--- config.mk ---
export PLATFORM = sky130hd
export DESIGN_NAME = dgk_queue
export DESIGN_NICKNAME = d
export VERILOG_FILES = /design/src/rtl/dgk_pkg.sv /design/src/rtl/dgk_queue.sv
export SDC_FILE = /design/constraint.sdc
export NUM_CORES = 1
export LEC_CHECK = 0
export BUFFER_PORTS_ARGS = -buffer_cell sky130_fd_sc_hd__buf_2
export CORE_MARGIN = 4
export CORE_UTILIZATION = 55
export DETAILED_ROUTE_END_ITERATION = 10
export PLACE_DENSITY = 0.94
export SYNTH_ARGS = -nofsm -noshare
export SYNTH_HDL_FRONTEND = slang
export SYNTH_SLANG_ARGS = --single-unit
--- constraint.sdc ---
create_clock -name i_clk -period 5.9 [get_ports i_clk]
set_input_delay 0.59 -clock i_clk [delete_from_list [all_inputs] [get_ports i_clk]]
set_output_delay 0.59 -clock i_clk [all_outputs]
set_load 0.01 [all_outputs]
--- src/rtl/dgk_pkg.sv ---
// Shared types, constants and constant functions of the diagonal Gaussian kernel evaluator.
// No dependencies; every other file of the block but dgk_ram imports this package.
package dgk_pkg;

    // Default number of dimensions.
    localparam int MAX_DIM_DEF = 16;

    // Widths of the internal values.
    localparam int LEN_W  = 6;
    localparam int SUM_W  = 48;
    localparam int TERM_W = 40;
    localparam int K_W    = 16;
    localparam int VAL_W  = 48;
    localparam int SERIES_N = 20;

    // Configuration register indexes.
    localparam logic [1:0] CFG_VECTOR_LENGTH   = 2'd0;
    localparam logic [1:0] CFG_DERIVATIVE_MODE = 2'd1;

    // Input selector and result kind codes.
    localparam logic FUNC_WEIGHT = 1'b0;
    localparam logic FUNC_PAIR   = 1'b1;
    localparam logic KIND_DERIV  = 1'b0;
    localparam logic KIND_KERNEL = 1'b1;

    // Sums of 12.0 and more give a kernel value of zero.
    localparam logic [SUM_W-1:0] SUM_LIMIT = 48'h0000_000C_0000;

    // One finished vector handed from the front to the back.
    typedef struct packed {
        logic [SUM_W-1:0] sum;
        logic [LEN_W-1:0] len;
        logic             deriv;
        logic             bank;
    } t_job;

    // Queue status seen by the top level.
    typedef struct packed {
        logic       empty;
        logic       full;
        logic [1:0] count;
    } t_q_status;

    // e^-1 in Q0.31 from the 20-term Taylor series, each term truncated
    // (terms 2^31, 2^31, 2^30, 357913941, 89478485, ... alternating in sign).
    localparam longint unsigned E1_Q31 = 64'd790015085;

    // floor(2^32 / m) for the series divisors 1 to 20 (m = 1 uses 2^32 - 1).
    function automatic logic [31:0] f_recip(logic [4:0] m);
        logic [31:0] r;
        case (m)
            5'd1:    r = 32'd4294967295;
            5'd2:    r = 32'd2147483648;
            5'd3:    r = 32'd1431655765;
            5'd4:    r = 32'd1073741824;
            5'd5:    r = 32'd858993459;
            5'd6:    r = 32'd715827882;
            5'd7:    r = 32'd613566756;
            5'd8:    r = 32'd536870912;
            5'd9:    r = 32'd477218588;
            5'd10:   r = 32'd429496729;
            5'd11:   r = 32'd390451572;
            5'd12:   r = 32'd357913941;
            5'd13:   r = 32'd330382099;
            5'd14:   r = 32'd306783378;
            5'd15:   r = 32'd286331153;
            5'd16:   r = 32'd268435456;
            5'd17:   r = 32'd252645135;
            5'd18:   r = 32'd238609294;
            5'd19:   r = 32'd226050910;
            5'd20:   r = 32'd214748364;
            default: r = 32'd0;
        endcase
        return r;
    endfunction

endpackage

--- src/rtl/dgk_queue.sv ---
// Two-entry job queue between the front and the back of the kernel evaluator.
// Depends on dgk_pkg for the job and status types.
module dgk_queue (
    input  logic              i_clk,
    input  logic              i_rst_n,
    input  logic              i_push,
    input  dgk_pkg::t_job     i_job,
    input  logic              i_pop,
    output dgk_pkg::t_job     o_job,
    output dgk_pkg::t_q_status o_status
);
    import dgk_pkg::*;

    t_job       r_mem [2];
    logic       r_wr;
    logic       r_rd;
    logic [1:0] r_count;

    // Storage is payload and needs no reset.
    always_ff @(posedge i_clk) begin
        if (i_push) begin
            r_mem[r_wr] <= i_job;
        end
    end

    // Pointers and fill count.
    always_ff @(posedge i_clk) begin
        if (!i_rst_n) begin
            r_wr    <= 1'b0;
            r_rd    <= 1'b0;
            r_count <= 2'd0;
        end else begin
            if (i_push) begin
                r_wr <= ~r_wr;
            end
            if (i_pop) begin
                r_rd <= ~r_rd;
            end
            if (i_push && !i_pop) begin
                r_count <= r_count + 2'd1;
            end else if (i_pop && !i_push) begin
                r_count <= r_count - 2'd1;
            end
        end
    end

    assign o_job           = r_mem[r_rd];
    assign o_status.empty  = (r_count == 2'd0);
    assign o_status.full   = (r_count == 2'd2);
    assign o_status.count  = r_count;

endmodule

# Word level (Yosys, flattened, before mapping)

Memory sizes are Yosys's and may differ from the RTL's. A register that Yosys moved wholly into a read port is not among the register bits.
Cells that the tools add are included.

Register bits: 4
Memories kept: 1
Latch bits: 0
Output and inout port bits: 60
Bits of input ports: 60
ROM bits: 0
Bits in writable memories: 112

Div/mod/pow operators: 0
Order comparisons: 0
Bitwise logic cells: 2
Shift-type cells: 0
Add/sub/neg operators: 2
Multipliers: 0
Reductions and logical operators: 6
Multiplexer cells: 6
Equal/unequal tests: 1

Memories:

| name  | words | width | rd ports | clocked after Yosys merged registers in | write ports | RTL line        | RTL |
|---|---|---|---|---|---|---|---|
| r_mem | 2     | 56    | 1        | 1                                       | 1           | dgk_queue.sv:14 | `t_job r_mem [2];` |

Operators by type and width:

| cell                                             | number |
|---|---|
| 2-to-1 mux 1 bit                                 | 4 |
| 2-to-1 mux 2 bit                                 | 2 |
| adder 2 x 1 -> 2 bit, second input constant      | 1 |
| equality test 2 bit, second input constant       | 1 |
| logical AND 1 bit                                | 2 |
| logical NOT 1 bit                                | 2 |
| logical NOT 2 bit                                | 1 |
| NOT 1 bit                                        | 2 |
| nonzero test 2 bit                               | 1 |
| subtractor 2 x 1 -> 2 bit, second input constant | 1 |

# Logic depth before layout (Yosys ltp)

Depth after elaboration: 4
Mapped depth: 5
Depth with buffers taken out: 5

# Worst setup path before layout

OpenSTA, ideal clock, no wires.

Path kind: input to register
Start: input i_push
End: memory r_mem[0][0] in the netlist's numbering, enable pin
Stages on the path: 1
Arrival time: 3.094 ns
Required time: 5.422 ns
Setup slack: 2.329 ns
Path buffers: 0
Cells stage by stage: nor2b_1

Word-level cells in the longest chain between the ends: 2

RTL lines:

| item                                   | RTL line        | RTL |
|---|---|---|
| from (decl)                            | dgk_queue.sv:6  | `input logic i_push,` |
| 2-to-1 mux 1 bit                       | dgk_queue.sv:21 | `if (i_push) begin` |
| 2-to-1 mux 1 bit (implied by the code) | dgk_queue.sv:22 | `r_mem[r_wr] <= i_job;` |
| to (decl)                              | dgk_queue.sv:14 |  |

Every way passes these cells.

==> flow_summary.yaml <==
cts:
  post_cts.repair.setup_buffers: 0
  clk_latency_ns: 0.50
  h-tree-depth: 4
  cts_hold_buffers: 0
  clk_pin_slew_ns: 0.06
  cts_buffers: 17
  cts_sinks: 117
  cts_root_buffer: "clkbuf_8"
  cts_tree: "yes"
  cts_max_path_buffers: 2
  cts_resized: 0
floorplanning:
  core_um2: 7410
  die_area_um2: 9240
  start_util_pct: 57.6
  die_w_um: 96.1
  dieHeight_um: 96.1
  ios: 120
  rows: 31
sta:
  timing.fmax_mhz: 356
  tightest_slew_ns: 0.734
  slew_headroom_pct: 51.1
  setup-tns-final_ns: 0
  setup_viol: 0
  layout_min_cycle_time_ns: 2.81
  finalHoldViolations: 0
  skew_ns: 0.00643
  fin_crit_sh_pct: 47.6
  maxSlewViolCount: 0
  grt_setup_unrepaired: "no"
worst_setup_path:
  endpoint_kind: "output port"
  cp.arrival_ns: 2.22
  worstSetupPathType: "reg2out"
  path_max_fanout: 36
  start_kind: "register"
  critPathRequiredTime_ns: 5.31
yosys:
  synthArstFlopShare_pct: 0
  syn-num-nets: 257
  synth.most_common_cell: "edfxtp_1"
  synthAdderAreaFrac_pct: 0.293
  synthCells: 196
  ys_top_cells_by_area: "edfxtp_1 (79%), mux2_2 (15%), dfxtp_1 (2.3%)"
  synthFlopType: "edfxtp_1"
  netlist_top_cells_count: "edfxtp_1 (112), mux2_2 (56), dfxtp_1 (5), and2_1 (4), buf_6 (4)"
  yosysTopAreaCell: "edfxtp_1"
  synth.distinct_cells: 18
  synthXorXnorAreaFrac_pct: 0.615
  yosys_warnings: 0
  synth_compound_area_share_pct: 0.469
  ys_ff_latch: 117
  synth-simple-area-share_pct: 1.32
  syn_area_um2: 4270
  synthMuxAreaShare_pct: 14.8
  avgSynthCellArea_um2: 21.8
  synth_edf_count: 112
  yosysTopAreaCellShare_pct: 78.8
  ys_seq_area_share_pct: 81.1
  synth_top_family_by_area: "multiplexers"
layout:
  design_area_um2: 5600
  fillers: 459
  area_delta_synth_final_pct: 31.1
  nets: 392
  antenna_cells: 0
  finalNonFillerCells: 442
  drive_above_1_share_pct: 60.9
place:
  place_inst: 411
  io_buffers: 119
  routabilityCongestion: 0.729
  dp_hpwl_um: 4980
  post_dp_cell_area_um2: 4960
global_routing:
  grt_pass1_vias: 2383
  grt_max_degree: 58
  grt_overflow: 0
  grt.total_usage_pct: 17.4
  antenna_found_initial: 0
  grt_pass1_wl_um: 11500
min_path:
  hp-class: "in2reg"
detailed_routing:
  drc: 0
  vias_per_cell: 5.10
  routed-via-count: 2252
  drt_iter0_drc: 39
  wl_per_cell_um: 17.5
  totalWireLength_um: 7730
  dr.pass1.iters: 4
  postRouteAntennaNets: 0
pwr:
  p_leak_uw: 0.00216
  vdd_ir_drop_max_uv: 323
  power_density_nw_per_um2: 402
run:
  maxCapViolCount: 0
run_status:
  outcome: "finished, final reports clean"
## state kept, by name, indices dropped and copies added (netlist names), named ones only
signal   count
r_wr         1
r_count      2
r_mem      112
r_rd         1
## worst max-delay path, stage by stage, from the launching register on
cell and delay (ns):
dfxtp_2 0.64, buf_4 0.52, mux2_2 0.40, buf_2 0.14
## area by class of cell
class | instances | area, µm² | area share [%]
tap | 99 | 124 | 2.21
inverter | 1 | 3.75 | 0.0671
sequential | 117 | 3460 | 61.9
clock buffer | 20 | 425 | 7.60
multi-input combinational | 72 | 754 | 13.5
clock inverter | 11 | 206 | 3.69
timing repair buffer | 122 | 618 | 11.0
## worst paths after layout
| path | cells past startpoint | end | from | slack (ns) |
|---|---|---|---|---|
| worst min-delay path | 1 | r_mem[0][55] | i_job[55] | 0.28 |
| worst max-delay path | 3 | o_job[45] | register | 3.09 |
| worst min register to register | 2 | r_count[1] | r_count[1] | 0.54 |
| worst max register to register | 2 | r_mem[1][38] | r_wr | 4.06 |
## through the flow
step / total power, µW / utilization [%] / hold WS, ns / worst slack (ns)
3_5_place_dp: 1180 / 67.0 / 0.525 / 3.57
3_3_place_gp: 1170 / 67.0 / 0.495 / 3.63
6_report: 2250 / 75.5 / 0.278 / 3.09
4_1_cts: 2270 / 75.5 / 0.258 / 3.03
2_1_floorplan: 1100 / - / 0.522 / 2.33
5_1_grt: 2330 / 75.5 / 0.254 / 2.97
## cells in the final DEF (no fill, tap or decap), types with 2 or more instances in the layout
cell	count
and2_1	3
buf_2	119
buf_4	3
bufinv_16	6
clkbuf_1	3
clkbuf_16	16
clkinv_2	3
dfxtp_1	4
edfxtp_1	112
mux2_2	56
xor2_1	2
## where the power goes
group	total [µW]	switching, µW	internal [µW]	leakage [µW]
logic	184	93.3	90.4	0.000759
clock network	1090	326	764	0.000306
registers	979	18.2	961	0.00109
total	2250	437	1810	0.00216
## routing by layer
layer | global-route usage (%) | routed length, µm
met2 | 30.0 | 4150
met5 | 0 | 0
met1 | 19.1 | 2880
met4 | 5.92 | 70
met3 | 7.66 | 631
## logic make-up (layout without fill, tap and decap cells)
family / count (synthesis) / count (layout)
buf+inv: 7 / 154
flops: 117 / 117
mux: 56 / 56
xor+xnor: 3 / 3
compound gates: 3 / 3
fa+ha+maj: 1 / 1
simple gates: 9 / 9
No activity file was read; power rests on OpenSTA's default activity.
