File: src/rtl/dgk_ram.sv
// Generic simple dual-port RAM: one write port, one registered read port (read-first).
// No dependencies.
module dgk_ram #(
    parameter int WIDTH = 16,
    parameter int DEPTH = 16
) (
    input  logic                     i_clk,
    input  logic                     i_we,
    input  logic [$clog2(DEPTH)-1:0] i_waddr,
    input  logic [WIDTH-1:0]         i_wdata,
    input  logic                     i_re,
    input  logic [$clog2(DEPTH)-1:0] i_raddr,
    output logic [WIDTH-1:0]         o_rdata
);

    logic [WIDTH-1:0] r_mem [DEPTH];
    logic [WIDTH-1:0] r_rdata;

    // Write and registered read; a read at the write address returns the old data.
    always_ff @(posedge i_clk) begin
        if (i_we) begin
            r_mem[i_waddr] <= i_wdata;
        end
        if (i_re) begin
            r_rdata <= r_mem[i_raddr];
        end
    end

    assign o_rdata = r_rdata;

endmodule

File: config.mk
export PLATFORM = sky130hd
export DESIGN_NAME = dgk_ram
export DESIGN_NICKNAME = d
export VERILOG_FILES = /design/src/rtl/dgk_ram.sv
export SDC_FILE = /design/constraint.sdc
export NUM_CORES = 1
export LEC_CHECK = 0
export CAP_MARGIN = 20
export CORE_MARGIN = 1
export CORE_UTILIZATION = 60
export DETAILED_ROUTE_END_ITERATION = 16
export DONT_BUFFER_PORTS = 1
export GPL_TIMING_DRIVEN = 1
export PLACE_DENSITY_LB_ADDON = 0.05
export SYNTH_ARGS = -nofsm -noshare
export SYNTH_HDL_FRONTEND = slang
export SYNTH_SLANG_ARGS = --single-unit
export TNS_END_PERCENT = 10
File: constraint.sdc
create_clock -name i_clk -period 2.5 [get_ports i_clk]
set_input_delay 0.125 -clock i_clk [delete_from_list [all_inputs] [get_ports i_clk]]
set_output_delay 0.125 -clock i_clk [all_outputs]
set_load 0.05 [all_outputs]
After elaboration in Yosys (flattened, before gate mapping)
Memory sizes are Yosys's and may differ from the RTL's. A register that Yosys moved wholly into a read port is not among the register bits.
Cells that the tools add are included.
{ "totals": {"out_inout_bits": 16, "wordCells": 3, "regBits": 0, "memories": 1, "mem_bits_rw": 256, "in_bits": 27} }
{ "classes": {"muxes": 2} }
{ "memory_table": {"columns": ["memory", "depth", "width", "rd", "rd_clocked_by_memory_dff", "write_ports", "line_no", "text"], "rows": [
  ["r_mem", 16, 16, 1, 1, 1, "16", "logic [WIDTH-1:0] r_mem [DEPTH];"]
]} }
{ "op_table": {"columns": ["cell", "count"], "rows": [
  ["$mux W1", 2]
]} }

Longest topological paths before layout
Gate-level depths: netlist of the first run.
{ "logic_depth": {"depth_word": 2, "ltp_mapped": 5, "ltp_nobuf": 3} }

Worst setup path after synthesis of the first run
Ideal clock, no wire load.
{ "synth_timing": {"path_type": "input-to-reg", "start": "input i_waddr[2]", "end": "memory r_mem[0][0], enable pin", "required_time_ps": 2091, "n_path_buf": 0, "setup_time_ps": 409, "arrival_time_ps": 1771, "path_stages": 2, "path_slack_ps": 320, "path_cell_list": "or3b_2 -> nor3_1"} }
{ "synth_rtl": {"columns": ["item", "line_no", "text"], "rows": [
  ["start, declared", "9", "input logic [$clog2(DEPTH)-1:0] i_waddr,"],
  ["end, declared", "16", null]
]} }
Straight into the memory's write port.

==> results of run 1 <==
[sequential cells by signal (all words and copies together) (netlist names)]
register / cells
o_rdata: 16
r_mem: 256
[cells in the mapped netlist (all sizes together)]
cell type	count
a22oi	32
buf	13
nand3	1
nor3	4
clkbuf	8
nor2b	2
nand3b	2
nor2	13
nand2b	2
edfxtp	272
mux4	64
and2	1
or3b	1
nand2	17
[layer usage]
metal  wire (um)  track usage [%]  part of all wire (%)
met5           0                0                     0
met4         294            5.747                   1.4
met3        1422            3.998                   7.0
met2        9996            38.86                    49
met1        8674            36.43                    43
[repair_timing]
action	4_1_cts	5_1_grt
hold buffers	26	0
endpoints found under the hold margin	282	0
resized for setup	0	0
[per-stage QoR]
stage                     instance area (um^2)  cells  total power (W)
after floorplan                          10200    432         0.005582
after global placement                   10570    652         0.005612
after detailed placement                 10570    652         0.005620
after CTS                                11610    722         0.009318
after global routing                     11610    722         0.009517
final                                    11610    722         0.009274
[layout make-up]
class	count	area [um^2]
Sequential cell	272	8168
Fill cell	1016	4971
Multi-Input combinational cell	139	1964
Clock buffer	34	701.9
Timing Repair Buffer	47	427.9
Tap cell	220	275.3
Clock inverter	10	75.07
[worst paths after layout]
check | end | slack, ns | start | cells after the start
worst min register to register | o_rdata[11] | 0.75 | r_mem[15][11] | 3
worst min-delay path | o_rdata[14] | 0.009 | i_raddr[1] | 3
worst max-delay path | o_rdata[1] | 0.29 | i_raddr[1] | 5
worst max register to register | o_rdata[0] | 0.62 | r_mem[4][0] | 4
[power breakdown]
part / switching (W) / total (W) / internal, W
logic: 0.000204 / 0.000384 / 0.000180
clock network: 0.00157 / 0.00364 / 0.00207
registers: 0.000106 / 0.00525 / 0.00514
[worst max-delay path: stages]
cell and delay (ns):
dlygate4sd3_1 1.17, mux4_2 0.41, dlygate4sd3_1 0.56, a22oi_1 0.13, nand2_1 0.07
[logic make-up after synthesis]
kind of cell / after synthesis
flops: 272
mux: 64
simple gates: 43
compound gates: 32
buf+inv: 21
==> out/metrics.yaml, run 1 <==
run_status:
  status: "complete, no violations"
drt:
  dr.pass1.iters: 6
  drc: 0
  ant_nets: 0
  drt_iter0_drc: 570
  viasPerCell: 6.464
  wl_per_cell_um: 28.24
  routed_wirelength_um: 20390
  vias: 4667
finish:
  final_common_cell: "edfxtp_1"
  area_growth_pct: 13.81
  nets: 514
  antennaDiodeCount: 0
  utilization_pct: 70.02
  drive_gt1_share_pct: 25.50
  mostFrequentLayoutCells: "272 x edfxtp_1, 54 x mux4_2, 32 x a22oi_1"
yosys:
  synth_area_leaders: "edfxtp_1 80%, mux4_2 12%, mux4_1 2.6%"
  synth_nets: 459
  ys_types: 18
  synth_compound_area_share_pct: 2.354
  syn_area_um2: 10200
  synth.top_cell.area_share_pct: 80.05
  syn-mean-instance-area_um2: 23.62
  synth_top_family_by_area: "multiplexers"
  yosys.area_share.simple_pct: 1.888
  ys_seq_area_share_pct: 80.05
  syn-instance-count: 432
  synth_adder_area_share_pct: 0
  muxShareOfSynthArea_pct: 14.49
  ys_seq_elements: 272
  synth_xor_area_share_pct: 0
  synth_area_leader_cell: "edfxtp_1"
  synth_warnings: 0
timing:
  fin_hold_ws_ns: 0.009337
  slew_violations: 0
  fin_skew_ns: 0.01148
  period_share_pct: 88.41
  min_period_ns: 2.210
  fin_tns_setup_ns: 0
  grt_setup_unrepaired: "no"
  max_freq_mhz: 452.4
  tightestPinTransition_ns: 0.9576
  finalSetupViolCount: 0
  final-hold-violation-count: 0
  slew_headroom_pct: 35.95
  finalWorstSetupSlack_ns: 0.2897
global_route:
  grt_pass1_vias: 4827
  grt_pass1_wl_um: 30280
  grt_max_degree: 65
  grt-ovfl-total: 0
  antenna_found_initial: 0
  grt_usage_pct: 24.42
cts:
  clock-root-buffer: "clkbuf_16"
  post_cts_buffers: 0
  h-tree-depth: 1
  clock-sinks: 272
  clk_latency_ns: 0.53
  cts_tree: "built"
  cts.clk_slew.worst_paths_ns: 0.06
  cts.path.max_buffers: 3
  cts_buffers: 27
placement:
  portBuffers: 0
  dp_hpwl_um: 10770
  place.gp.congestion: 0.7493
  place_ws_ns: 0.8635
floorplan:
  initial_core_util_pct: 61.53
  chipHeight_um: 132.4
  num_rows: 47
  coreArea_um2: 16580
  die_area_um2: 17530
  fp.dieW_um: 132.4
  io_pins: 43
run:
  drv_cap: 0
worst_setup_path:
  cp.required_ns: 2.78
  endpoint_kind: "flip-flop"
  cp_max_fo: 48
  cp-start-kind: "input pin"
  cp.arrival_ns: 2.49
  worstSetupPathType: "input pin to flip-flop"
pwr:
  leakage_nw: 3.706
  vdd_ir_drop_max_v: 0.0006232
  p_per_area_nw_per_um2: 798.6
worst_hold_path:
  hp-class: "input pin to flip-flop"
(Power assumes the default switching activity.)
==> run 2, diff against run 1 <==
Settings changed: ABC_AREA set to 1.
==> run 2 against run 1 <==
First-iteration DRC count up 15%. Total power grew 2.8%. Die area up 13%. Hold slack got worse by 0.0033 ns. Wire length up 30%. Flip-flop and latch count is the same.
==> out/metrics.yaml, run 2 <==
global_route:
  grt-ovfl-total: 0  # unchanged
  grt_max_degree: 130  # +100%
  grt_pass1_vias: 6922  # +43%
  antenna_found_initial: 1  # +1
  grt_pass1_wl_um: 39920  # +32%
  grt_usage_pct: 27.78  # +3.4 points
placement:
  dp_hpwl_um: 14740  # +37%
  portBuffers: 0  # unchanged
  postPlaceCellArea_um2: 11800  # +12%
  place.gp.congestion: 0.8220  # +9.7%
worst_hold_path:
  whs_endpoint: "o_rdata[9]"
  hp-class: "input pin to flip-flop"
  min_path_cells: 4  # +1
  hp-start: "i_raddr[1]"
timing:
  tightestPinTransition_ns: 1.130  # +0.1726 ns
  grt_setup_unrepaired: "no"
  period_share_pct: 94.61  # +6.2 points
  final-hold-violation-count: 0  # unchanged
  fin_skew_ns: 0.01249  # +0.001003 ns
  max_freq_mhz: 422.8  # -6.5%
  finalSetupViolCount: 0  # unchanged
  slew_headroom_pct: 24.41  # -12 points
  slew_violations: 0  # unchanged
  min_period_ns: 2.365  # +0.1549 ns
  fin_tns_setup_ns: 0  # unchanged
finish:
  largest_register_ff_count: 256  # unchanged
  nets: 1128  # +120%
  antennaDiodeCount: 0  # unchanged
  multi_input_area_um2: 2365  # +20%
  n_fill_cell: 1379  # +36%
  regArea_um2: 8168  # unchanged
  utilization_pct: 68.69  # -1.3 points
  regMostFlops: "r_mem"
  area_growth_pct: 11.70
  mostFrequentLayoutCells: "341 x nand2_1, 272 x edfxtp_1, 196 x inv_1"
  final_common_cell: "nand2_1"
  drive_gt1_share_pct: 7.143  # -18 points
  final_cell_area_um2: 12890  # +11%
yosys:
  ys_types: 12  # -6
  synth_edf_count: 272  # unchanged
  synth_warnings: 0  # unchanged
  synth.top_cell.area_share_pct: 70.77  # -9.3 points
  ys_async_sr_fraction_pct: 0  # unchanged
  yosysMostFrequentCell: "nand2_1"
  ys_seq_elements: 272  # unchanged
  synthTopCellsByCount: "341 x nand2_1, 272 x edfxtp_1, 196 x inv_1"
  syn-mean-instance-area_um2: 10.75  # -55%
  syn-instance-count: 1074  # +150%
  syn_area_um2: 11540  # +13%
  synth_flop_cell: "edfxtp_1"
  ys_seq_area_share_pct: 70.77  # -9.3 points
  synth_area_leader_cell: "edfxtp_1"
  synth_nets: 1101  # +140%
  synth_area_leaders: "edfxtp_1 71%, nand2_1 11%, nand3_1 8.4%"
worst_setup_path:
  r2r-end: "o_rdata[4]"
  worstSetupPathType: "input pin to flip-flop"
  cp-start-kind: "input pin"
  worstReg2RegStart: "r_mem[13][4]"
  cp.required_ns: 2.89  # +0.11 ns
  r2r.worst_path.cells: 8  # +4
  cp.arrival_ns: 2.75  # +0.26 ns
  cp_max_fo: 16  # -67%
  endpoint_kind: "flip-flop"
  reg2reg_slack_ns: 0.37  # -0.25 ns
pwr:
  p_per_area_nw_per_um2: 739.4  # -7.4%
  pwr-share-clk_pct: 39.4  # about the same
  switching_power_w: 0.002047  # +8.8%
  vdd_ir_drop_max_v: 0.0006096  # -2.2%
  p_total_w: 0.009531  # +2.8%
  seqPwrFrac_pct: 55.1  # -1.5 points
  comb_power_share_pct: 5.5  # +1.4 points
  internal-power_w: 0.007484  # +1.2%
  swShare_pct: 21.48  # +1.2 points
  leakage_nw: 5.433  # +47%
cts:
  cts.clk_slew.worst_paths_ns: 0.06  # about the same
  clock-sinks: 272  # unchanged
  clock-root-buffer: "clkbuf_16"
  clk_latency_ns: 0.52  # about the same
  cts.path.max_buffers: 3  # unchanged
  cts_tree: "built"
  h-tree-depth: 1  # unchanged
  cts_buffers: 27  # unchanged
drt:
  wl_per_cell_um: 19.63  # -30%
  drc: 0  # unchanged
  routed_wirelength_um: 26580  # +30%
  vias: 7361  # +58%
  ant_nets: 0  # unchanged
  drt_iter0_drc: 657  # +15%
  dr.pass1.iters: 7  # +1
  viasPerCell: 5.436  # -16%
run:
  drv_cap: 0  # unchanged
floorplan:
  coreArea_um2: 18770  # +13%
  initial_core_util_pct: 61.49  # about the same
  num_rows: 50  # +6.4%
  die_area_um2: 19790  # +13%
  fp.dieW_um: 140.7  # +6.3%
  chipHeight_um: 140.7  # +6.3%
  io_pins: 43  # unchanged
run_status:
  status: "complete, no violations"
[run 2: cell count changes in the layout (fill, tap and decap cells not counted), sizes merged, moves of 5 or more]
cell and change:
mux4 -64, clkinv +5, nand3 +192, a22oi -32, nand2 +324, inv +196
[run 2: power groups by stage]
stage | combinational, W | clock, W | sequential, W
2_1_floorplan | 0.000345 | 0 | 0.00533
3_3_place_gp | 0.000388 | 0 | 0.00535
3_5_place_dp | 0.000394 | 0 | 0.00535
4_1_cts | 0.000526 | 0.00381 | 0.00525
5_1_grt | 0.000580 | 0.00396 | 0.00526
6_report | 0.000524 | 0.00376 | 0.00525
[run 2: critical path, stage by stage]
cell           delay, ns
dlygate4sd3_1       1.27
nand3_1             0.14
dlygate4sd3_1       0.60
nand2_1             0.06
dlygate4sd3_1       0.55
[run 2: worst max-delay path by stage]
stage,to,startpoint,depth (start not counted),slack (ns)
6_report,o_rdata[4],i_raddr[3],5,0.13
5_1_grt,o_rdata[4],i_raddr[3],5,0.12
4_1_cts,o_rdata[4],i_raddr[3],5,0.25
3_5_place_dp,o_rdata[13],i_raddr[0],9,0.82
3_3_place_gp,o_rdata[13],i_raddr[0],9,0.86
2_1_floorplan,r_mem[10][0],i_waddr[2],2,1.08
[run 2: layout make-up]
class,count,area share [%]
multi-input cells,553,18.34
repair buffers,49,3.882
flip-flops and latches,272,63.36
clock inverters,16,0.9803
well taps,234,2.271
clock buffers,32,5.387
inverters,198,5.775
[run 2: cell families after synthesis]
logic type | share of synthesized area, %
flip-flops | 70.77
buffers and inverters | 9.085
AND/OR/NAND/NOR | 20.14
[run 2: metrics by stage]
stage | hold slack, ns | setup WS, ns | instances
floorplan | 0.2239 | 1.075 | 1074
CTS | 0.001798 | 0.2519 | 1354
global route | 0.02851 | 0.1219 | 1354
detailed placement | 0.2244 | 0.8206 | 1281
global placement | 0.2245 | 0.8551 | 1281
finish | 0.006073 | 0.1348 | 1354
[run 2: repair_timing]
item	in CTS	in global routing
gates resized for setup	0	0
buffers inserted	0	0
hold buffers	25	0
hold endpoints to repair	288	0
[run 2: per-layer routing]
| layer | wire length (um) | GRT usage, % | vias up |
|---|---|---|---|
| li1 | - | - | 3531 |
| met1 | 10700 | 38.24 | 3470 |
| met2 | 12820 | 46.29 | 315 |
| met3 | 2357 | 4.416 | 43 |
| met4 | 686 | 8.009 | 2 |
| met5 | 11 | 0 | - |
