File: src/rtl/dgk_pkg.sv
// Shared types, constants and constant functions of the diagonal Gaussian kernel evaluator.
// No dependencies; every other file of the block but dgk_ram imports this package.
package dgk_pkg;

    // Default number of dimensions.
    localparam int MAX_DIM_DEF = 16;

    // Widths of the internal values.
    localparam int LEN_W  = 6;
    localparam int SUM_W  = 48;
    localparam int TERM_W = 40;
    localparam int K_W    = 16;
    localparam int VAL_W  = 48;
    localparam int SERIES_N = 20;

    // Configuration register indexes.
    localparam logic [1:0] CFG_VECTOR_LENGTH   = 2'd0;
    localparam logic [1:0] CFG_DERIVATIVE_MODE = 2'd1;

    // Input selector and result kind codes.
    localparam logic FUNC_WEIGHT = 1'b0;
    localparam logic FUNC_PAIR   = 1'b1;
    localparam logic KIND_DERIV  = 1'b0;
    localparam logic KIND_KERNEL = 1'b1;

    // Sums of 12.0 and more give a kernel value of zero.
    localparam logic [SUM_W-1:0] SUM_LIMIT = 48'h0000_000C_0000;

    // One finished vector handed from the front to the back.
    typedef struct packed {
        logic [SUM_W-1:0] sum;
        logic [LEN_W-1:0] len;
        logic             deriv;
        logic             bank;
    } t_job;

    // Queue status seen by the top level.
    typedef struct packed {
        logic       empty;
        logic       full;
        logic [1:0] count;
    } t_q_status;

    // e^-1 in Q0.31 from the 20-term Taylor series, each term truncated
    // (terms 2^31, 2^31, 2^30, 357913941, 89478485, ... alternating in sign).
    localparam longint unsigned E1_Q31 = 64'd790015085;

    // floor(2^32 / m) for the series divisors 1 to 20 (m = 1 uses 2^32 - 1).
    function automatic logic [31:0] f_recip(logic [4:0] m);
        logic [31:0] r;
        case (m)
            5'd1:    r = 32'd4294967295;
            5'd2:    r = 32'd2147483648;
            5'd3:    r = 32'd1431655765;
            5'd4:    r = 32'd1073741824;
            5'd5:    r = 32'd858993459;
            5'd6:    r = 32'd715827882;
            5'd7:    r = 32'd613566756;
            5'd8:    r = 32'd536870912;
            5'd9:    r = 32'd477218588;
            5'd10:   r = 32'd429496729;
            5'd11:   r = 32'd390451572;
            5'd12:   r = 32'd357913941;
            5'd13:   r = 32'd330382099;
            5'd14:   r = 32'd306783378;
            5'd15:   r = 32'd286331153;
            5'd16:   r = 32'd268435456;
            5'd17:   r = 32'd252645135;
            5'd18:   r = 32'd238609294;
            5'd19:   r = 32'd226050910;
            5'd20:   r = 32'd214748364;
            default: r = 32'd0;
        endcase
        return r;
    endfunction

endpackage

File: src/rtl/dgk_ram.sv
// Generic simple dual-port RAM: one write port, one registered read port (read-first).
// No dependencies.
module dgk_ram #(
    parameter int WIDTH = 16,
    parameter int DEPTH = 16
) (
    input  logic                     i_clk,
    input  logic                     i_we,
    input  logic [$clog2(DEPTH)-1:0] i_waddr,
    input  logic [WIDTH-1:0]         i_wdata,
    input  logic                     i_re,
    input  logic [$clog2(DEPTH)-1:0] i_raddr,
    output logic [WIDTH-1:0]         o_rdata
);

    logic [WIDTH-1:0] r_mem [DEPTH];
    logic [WIDTH-1:0] r_rdata;

    // Write and registered read; a read at the write address returns the old data.
    always_ff @(posedge i_clk) begin
        if (i_we) begin
            r_mem[i_waddr] <= i_wdata;
        end
        if (i_re) begin
            r_rdata <= r_mem[i_raddr];
        end
    end

    assign o_rdata = r_rdata;

endmodule

File: src/rtl/dgk_front.sv
// Front of the kernel evaluator: accepts transactions, keeps the weight table and
// accumulates the weighted distance of a vector. Depends on dgk_pkg and dgk_ram.
module dgk_front #(
    parameter int MAX_DIM = dgk_pkg::MAX_DIM_DEF
) (
    input  logic                                i_clk,
    input  logic                                i_rst_n,
    input  logic                                i_valid,
    output logic                                o_ready,
    input  logic                                i_func,
    input  logic [3:0]                          i_weight_index,
    input  logic [15:0]                         i_weight_value,
    input  logic signed [15:0]                  i_first_sample,
    input  logic signed [15:0]                  i_second_sample,
    input  logic [dgk_pkg::LEN_W-1:0]           i_len,
    input  logic                                i_deriv,
    input  logic                                i_bank_free,
    output logic                                o_push,
    output dgk_pkg::t_job                       o_job,
    output logic                                o_pt_we,
    output logic [((MAX_DIM > 1) ? $clog2(MAX_DIM) : 1):0] o_pt_addr,
    output logic signed [dgk_pkg::TERM_W-1:0]   o_pt_data
);
    import dgk_pkg::*;

    localparam int IW = (MAX_DIM > 1) ? $clog2(MAX_DIM) : 1;

    logic                 accept, pair_acc, wt_acc, is_last;
    logic [LEN_W-1:0]     r_count, cnt_inc;
    logic [31:0]          widx_ext;
    logic [15:0]          w_q;
    logic                 r_last_busy;
    logic                 r_bank;
    logic [SUM_W-1:0]     r_sum, sum_sat;
    logic [SUM_W:0]       sum_add;

    logic                 r1_valid, r2_valid, r3_valid;
    logic                 r1_last, r2_last, r3_last;
    logic [IW-1:0]        r1_idx, r2_idx, r3_idx;
    logic signed [16:0]   r1_d, r2_d;
    logic signed [33:0]   r2_wd;
    logic signed [21:0]   b;
    logic signed [43:0]   bb;
    logic signed [38:0]   db;
    logic [43:0]          r3_bb;
    logic signed [TERM_W-1:0] r3_term;

    // Handshake and classification of the transaction.
    assign o_ready  = !r_last_busy && i_bank_free;
    assign accept   = i_valid && o_ready;
    assign widx_ext = 32'(i_weight_index);
    assign pair_acc = accept && (i_func == FUNC_PAIR);
    assign wt_acc   = accept && (i_func == FUNC_WEIGHT) && (widx_ext < 32'(MAX_DIM));
    assign cnt_inc  = r_count + LEN_W'(1);
    assign is_last  = (cnt_inc >= i_len);

    dgk_ram #(
        .WIDTH (16),
        .DEPTH (2 ** IW)
    ) u_weights (
        .i_clk   (i_clk),
        .i_we    (wt_acc),
        .i_waddr (widx_ext[IW-1:0]),
        .i_wdata (i_weight_value),
        .i_re    (pair_acc),
        .i_raddr (r_count[IW-1:0]),
        .o_rdata (w_q)
    );

    // Control: element counter, pending last element, bank of the current vector.
    always_ff @(posedge i_clk) begin
        if (!i_rst_n) begin
            r_count     <= '0;
            r_last_busy <= 1'b0;
            r_bank      <= 1'b0;
            r_sum       <= '0;
            r1_valid    <= 1'b0;
            r2_valid    <= 1'b0;
            r3_valid    <= 1'b0;
        end else begin
            r1_valid <= pair_acc;
            r2_valid <= r1_valid;
            r3_valid <= r2_valid;
            if (pair_acc) begin
                r_count <= is_last ? '0 : cnt_inc;
                if (is_last) begin
                    r_last_busy <= 1'b1;
                end
            end
            if (r3_valid) begin
                if (r3_last) begin
                    r_sum       <= '0;
                    r_bank      <= ~r_bank;
                    r_last_busy <= 1'b0;
                end else begin
                    r_sum <= sum_sat;
                end
            end
        end
    end

    // Arithmetic of the pipeline: difference, weighting, square and derivative term.
    assign b  = r2_wd[33:12];
    assign bb = b * b;
    assign db = r2_d * b;

    always_ff @(posedge i_clk) begin
        r1_d    <= 17'(i_first_sample) - 17'(i_second_sample);
        r1_idx  <= r_count[IW-1:0];
        r1_last <= is_last;
        r2_wd   <= $signed({1'b0, w_q}) * r1_d;
        r2_d    <= r1_d;
        r2_idx  <= r1_idx;
        r2_last <= r1_last;
        r3_bb   <= $unsigned(bb);
        r3_term <= -(TERM_W'(db) <<< 1);
        r3_idx  <= r2_idx;
        r3_last <= r2_last;
    end

    // Saturating accumulation of the squared weighted differences.
    assign sum_add = {1'b0, r_sum} + (SUM_W + 1)'(r3_bb);
    assign sum_sat = sum_add[SUM_W] ? {SUM_W{1'b1}} : sum_add[SUM_W-1:0];

    assign o_pt_we   = r3_valid;
    assign o_pt_addr = {r_bank, r3_idx};
    assign o_pt_data = r3_term;
    assign o_push    = r3_valid && r3_last;
    assign o_job.sum   = sum_sat;
    assign o_job.len   = i_len;
    assign o_job.deriv = i_deriv;
    assign o_job.bank  = r_bank;

endmodule

File: config.mk
export PLATFORM = sky130hd
export DESIGN_NAME = dgk_front
export DESIGN_NICKNAME = d
export VERILOG_FILES = /design/src/rtl/dgk_pkg.sv /design/src/rtl/dgk_ram.sv /design/src/rtl/dgk_front.sv
export SDC_FILE = /design/constraint.sdc
export NUM_CORES = 2
export LEC_CHECK = 0
export BUFFER_PORTS_ARGS = -buffer_cell sky130_fd_sc_hd__buf_2
export CORE_MARGIN = 8
export CORE_UTILIZATION = 60
export DETAILED_ROUTE_END_ITERATION = 10
export PLACE_DENSITY = 0.77
export SYNTH_ARGS = -nofsm -noshare
export SYNTH_HDL_FRONTEND = slang
export SYNTH_HIERARCHICAL = 1
export SYNTH_SLANG_ARGS = --single-unit
File: constraint.sdc
create_clock -name i_clk -period 17.8 [get_ports i_clk]
set_clock_uncertainty 0.15 [all_clocks]
set_input_delay 1.78 -clock i_clk [delete_from_list [all_inputs] [get_ports i_clk]]
set_output_delay 1.78 -clock i_clk [all_outputs]
set_load 0.02 [all_outputs]
Word level (Yosys, flattened, before mapping):

Memories as Yosys holds them, arrays and structs flattened. A register that Yosys moved wholly into a read port is not among the register bits.
Cells that the tools add are included.

* add/subtract/negate cells: 4
* multiply operators: 3
* order comparisons: 2
* mux-type cells: 9
* bitwise operators: 2
* reduce and logical (&&, ||, !) cells: 8

Operator list (number)
* 48-bit two-way mux: 2
* 48-bit by 44-bit adder with 49-bit output: 1
* 22-bit by 22-bit multiplier with 44-bit output: 1
* 40-bit negation: 1
* 17-bit by 22-bit multiplier with 39-bit output: 1
* 17-bit by 17-bit multiplier with 34-bit output: 1
* 16-bit by 16-bit subtractor with 17-bit output: 1
* 6-bit by 1-bit adder with 6-bit output (second input constant): 1
* 6-bit greater-or-equal comparator: 1
* 1-bit logical AND: 6
* 1-bit two-way mux: 6
* 6-bit two-way mux: 1
* 4-bit by 5-bit < comparator with 1-bit output (second input constant): 1
* 1-bit NOT: 2
* 2-bit AND reduction: 1
* 1-bit logical NOT: 1

* register bits after elaboration: 226
* memory bits (writable): 256
* input bits: 64
* output and inout bits: 104
* word-level logic and storage cells: 47
* memories: 1

Memory list
* u_weights.r_mem: depth 16, bits a word 16, rd ports 1, clocked after Yosys merged registers in 1, wr ports 1, RTL line dgk_ram.sv:16 `logic [WIDTH-1:0] r_mem [DEPTH];`

Depth between registers and ports, before layout:

* word-level depth: 7
* depth in mapped cells: 30
* gate-level depth less buffers: 27

Cells and area by module:

The synthesis kept the hierarchy.

Modules (own cells, without submodules)
* dgk_front: times used 1, cells an instance 5134, area each 47531.8 µm², sequential area each 4244.1 µm²
* dgk_ram: times used 1, cells an instance 432, area each 10203.5 µm², sequential area each 8167.8 µm²

Least setup slack after synthesis:

OpenSTA, ideal clock, no wires.

* path kind: reg-to-reg
* start point: register r2_wd[15]
* end point: register r3_bb[43]
* library setup time: 0.072 ns
* arrival: 7.323 ns
* data required time: 17.578 ns
* setup slack: 10.254 ns
* stages on the path, launching flop included: 26
* buffers on the path: 2
* clock period less this slack: 7.546 ns
* path through: dfxtp_1 -> clkbuf_1 -> clkbuf_1 -> nand2_1 -> fa_1 -> fa_1 -> inv_1 -> fa_1 -> inv_1 -> fa_1 -> fa_1 -> inv_1 -> fa_1 -> fa_1 -> ha_1 -> a21o_1 -> a211o_1 -> or3_1 -> inv_1 -> a21boi_1 -> a2111oi_2 -> nor3_1 -> a2111oi_2 -> o21ai_1 -> a211oi_2 -> xnor2_1

* word-level cells in the longest chain between the ends: 1

Ends and longest elaborated chain
* from (decl): RTL line dgk_front.sv:41 `logic signed [33:0] r2_wd;`
* from (signal assigned): RTL line dgk_front.sv:111 `r2_wd <= $signed({1'b0, w_q}) * r1_d;`
* 22-bit by 22-bit multiplier with 44-bit output: RTL line dgk_front.sv:104 `assign bb = b * b;`
* via bb[43]: RTL line dgk_front.sv:43 `logic signed [43:0] bb;`
* to (signal assigned): RTL line dgk_front.sv:115 `r3_bb <= $unsigned(bb);`
* to (decl): RTL line dgk_front.sv:45 `logic [43:0] r3_bb;`

The timed path passes the listed nets, and every way through them passes these cells.
A chain may end at the register's enable or synchronous reset.

Final worst setup path:

* start point: register r2_wd[33]
* end point: register r3_bb[40]

The elaborated chain is that of the path after synthesis.

==> impl_results.md <==
- Slew Limit Fails: 0
- Worst reg2reg path depth: 21
- Post-synthesis sequential area ratio: 0.2150
- Die height: 326.2 um
- R2R Path End: r3_bb[40]
- Top FF cell, synth: edfxtp_1
- Boundary pin count: around 170
- Global Route Usage Sum: 0.2533
- Area Growth Syn to Fin: 6.413%
- Synth cell count leaders: inv_1, fa_1, nand2_1, ha_1, and2_1
- Async SR Flop Fraction: 0
- Yosys warning total: 6
- Synth Cell Area: 57740 um2
- Netlist cell types: 91
- # resized after CTS: 0
- Rows: roughly 110
- RSZ-0062 raised after global routing: no
- Die area: 106400 um2
- Post-synth top area share: 0.3603
- Least-Margin Pin Slew: 1107 ps
- Grt total ovfl: 0
- Critical Path End: r3_bb[40]
- Worst endpoint required time: 18160 ps
- Syn_area_per_cell: 10.37 um2
- Top cells by area, synth: fa_1, edfxtp_1, ha_1
- Multi-input combinational cell area: 39950 um2
- Final wirelength: 132800 um
- Hold Vio Cnt, Final: 0
- DP HPWL: approximately 100000 um
- First-pass GRT wire length: 218200 um
- Max FO, Critical Path: 47
- PortBufs: 164
- Die width: 326.2 um
- WS Path Type: flop to flop
- Top-count cell post-synth: inv_1
- Synth Net Count: 7100
- Core ar.: 95150 um2
- WL/cell: between 15 and 20 um
- Synth Instances: 5566
- Post CTS Setup Buffer Count: 0
- Initial antenna violation count: 6
- Final ANT Viol Nets: 0
- CP startpoint: r2_wd[33]
- Hold Path Class: flop to flop
- Worst-path clk slew: 70 ps
- Outcome: complete, no violations
- Worst reg2reg startpoint: r2_wd[33]
- Worst-skew pair later-pin latency: ~680 ps
- Slew HR: 0.2432
- CTS buffer count: 54
- CTS Sinks: 484
- Area leader, netlist: fa_1
- Largest net degree at the start of global routing: slightly below 70
- H-tree depth: 2
- Max cap viols: 0
- Avg Vias per Cell: roughly 5.6
- Crit path capture type: flop
- Fillers: 7395
- DRC: 0
- Root buf cell: clkbuf_16
- Number of synthesized flops with an enable pin: 272
- Synth Register Bits: around 480
- Setup tns final: 0 ps
- First-pass iteration count of the detailed router: 6
- Critical path arrival: 8830 ps
- Iter 0 DRT Violations: 2716
- Routability cong.: between 0.9 and 1
- Hold Crit Start: r1_idx[0]
- Max Fclk: 0.1180 GHz
- CTS hold repair buffers: 0
- Startpoint class of the critical path: flop
- Vias in the first global route: 42.31k
- Minimum clock period: 8474 ps
- CTS max path bufs: 3
- Final nets: about 7.1k
- Final worst-path cycle share: 0.4760
- Vias: 38.89k
- Initial Utilization: 0.6068
- CTS tree: done
- Reg area: 12420 um2
- FF-to-FF setup slack: 9330 ps
- Fraction of layout cells with a size suffix above 1: 0.07072
- Final setup violation count: 0
## kinds of logic after synthesis
kind of cell	share of synthesized area
fa+ha+maj	0.4537
flops	0.2150
other cells	0.00006495
buf+inv	0.09364
compound gates	0.06588
simple gates	0.1163
mux	0.02616
xor+xnor	0.02928
## cells in the final DEF, fill, tap and decap left out, types with 120 or more instances in the layout
cell type  netlist  final
edfxtp_1       272    272
xnor2_1        120    120
nor2_1         184    183
buf_2            7    164
dfxtp_1        212    210
and2_1         350    350
fa_1          1039   1039
inv_1         1191   1191
nand2_1        617    617
ha_1           431    431
## critical path, stage by stage (launching register included)
cell       delay (ps)
dfxtp_1           310
buf_4             440
inv_1             400
nor2_1            450
fa_1              510
inv_1             200
fa_1              470
fa_1              530
inv_1              60
fa_1              490
inv_1              50
fa_1              490
fa_1              490
inv_1              50
fa_1              430
ha_1              350
a2111o_1          460
a211o_1           320
a2111oi_0         950
o31ai_1           200
a211oi_1          360
nor3_1             80
## how the worst min path moves through the flow
stage	end	slack, ps	depth (start not counted)
global route	r2_idx[3]	180	0
global placement	r3_last	160	0
floorplan	r2_idx[0]	160	0
detailed placement	r2_idx[0]	160	0
finish	r2_idx[0]	180	0
CTS	r2_idx[0]	170	0
## cell type report
class / count / area share
clock buffer: 65 / 0.02267
tap: 1265 / 0.02576
antenna: 4 / 0.0001629
clock inverter: 36 / 0.007291
sequential: 484 / 0.2021
multi-input combinational: 3667 / 0.6502
inverter: 1196 / 0.07307
timing repair buffer: 208 / 0.01874
## per-stage QoR
step,setup slack [ps],instance area [um2],std cells,hold slack (ps),utilization
floorplan,10250,57740,5566,159.6,-
global placement,9788,59590,6820,160.5,0.6262
detailed placement,9577,59590,6820,162.1,0.6262
CTS,9402,61430,6921,174.2,0.6456
global route,8754,61440,6925,184.6,0.6457
finish,9326,61440,6925,175.8,0.6457
## registers in the layout, indices dropped and copies added (netlist names), 4 cells and up
name	count
o_pt_data	39
r3_idx	4
r1_d	17
r_sum	48
r2_wd	22
r2_idx	4
r_count	6
r1_idx	4
u_weights/r_mem	256
u_weights/o_rdata	16
r3_bb	43
r2_d	17
## routing by layer
metal	wire length (um)	part of all wire	track usage
met5	0	0	0
met4	5899	0.044	0.1060
met3	8289	0.062	0.03938
met2	68910	0.52	0.4509
met1	49700	0.37	0.3054
Power is not shown: default switching activity piles up to over one toggle a cycle in this logic, so the estimate is an artifact.
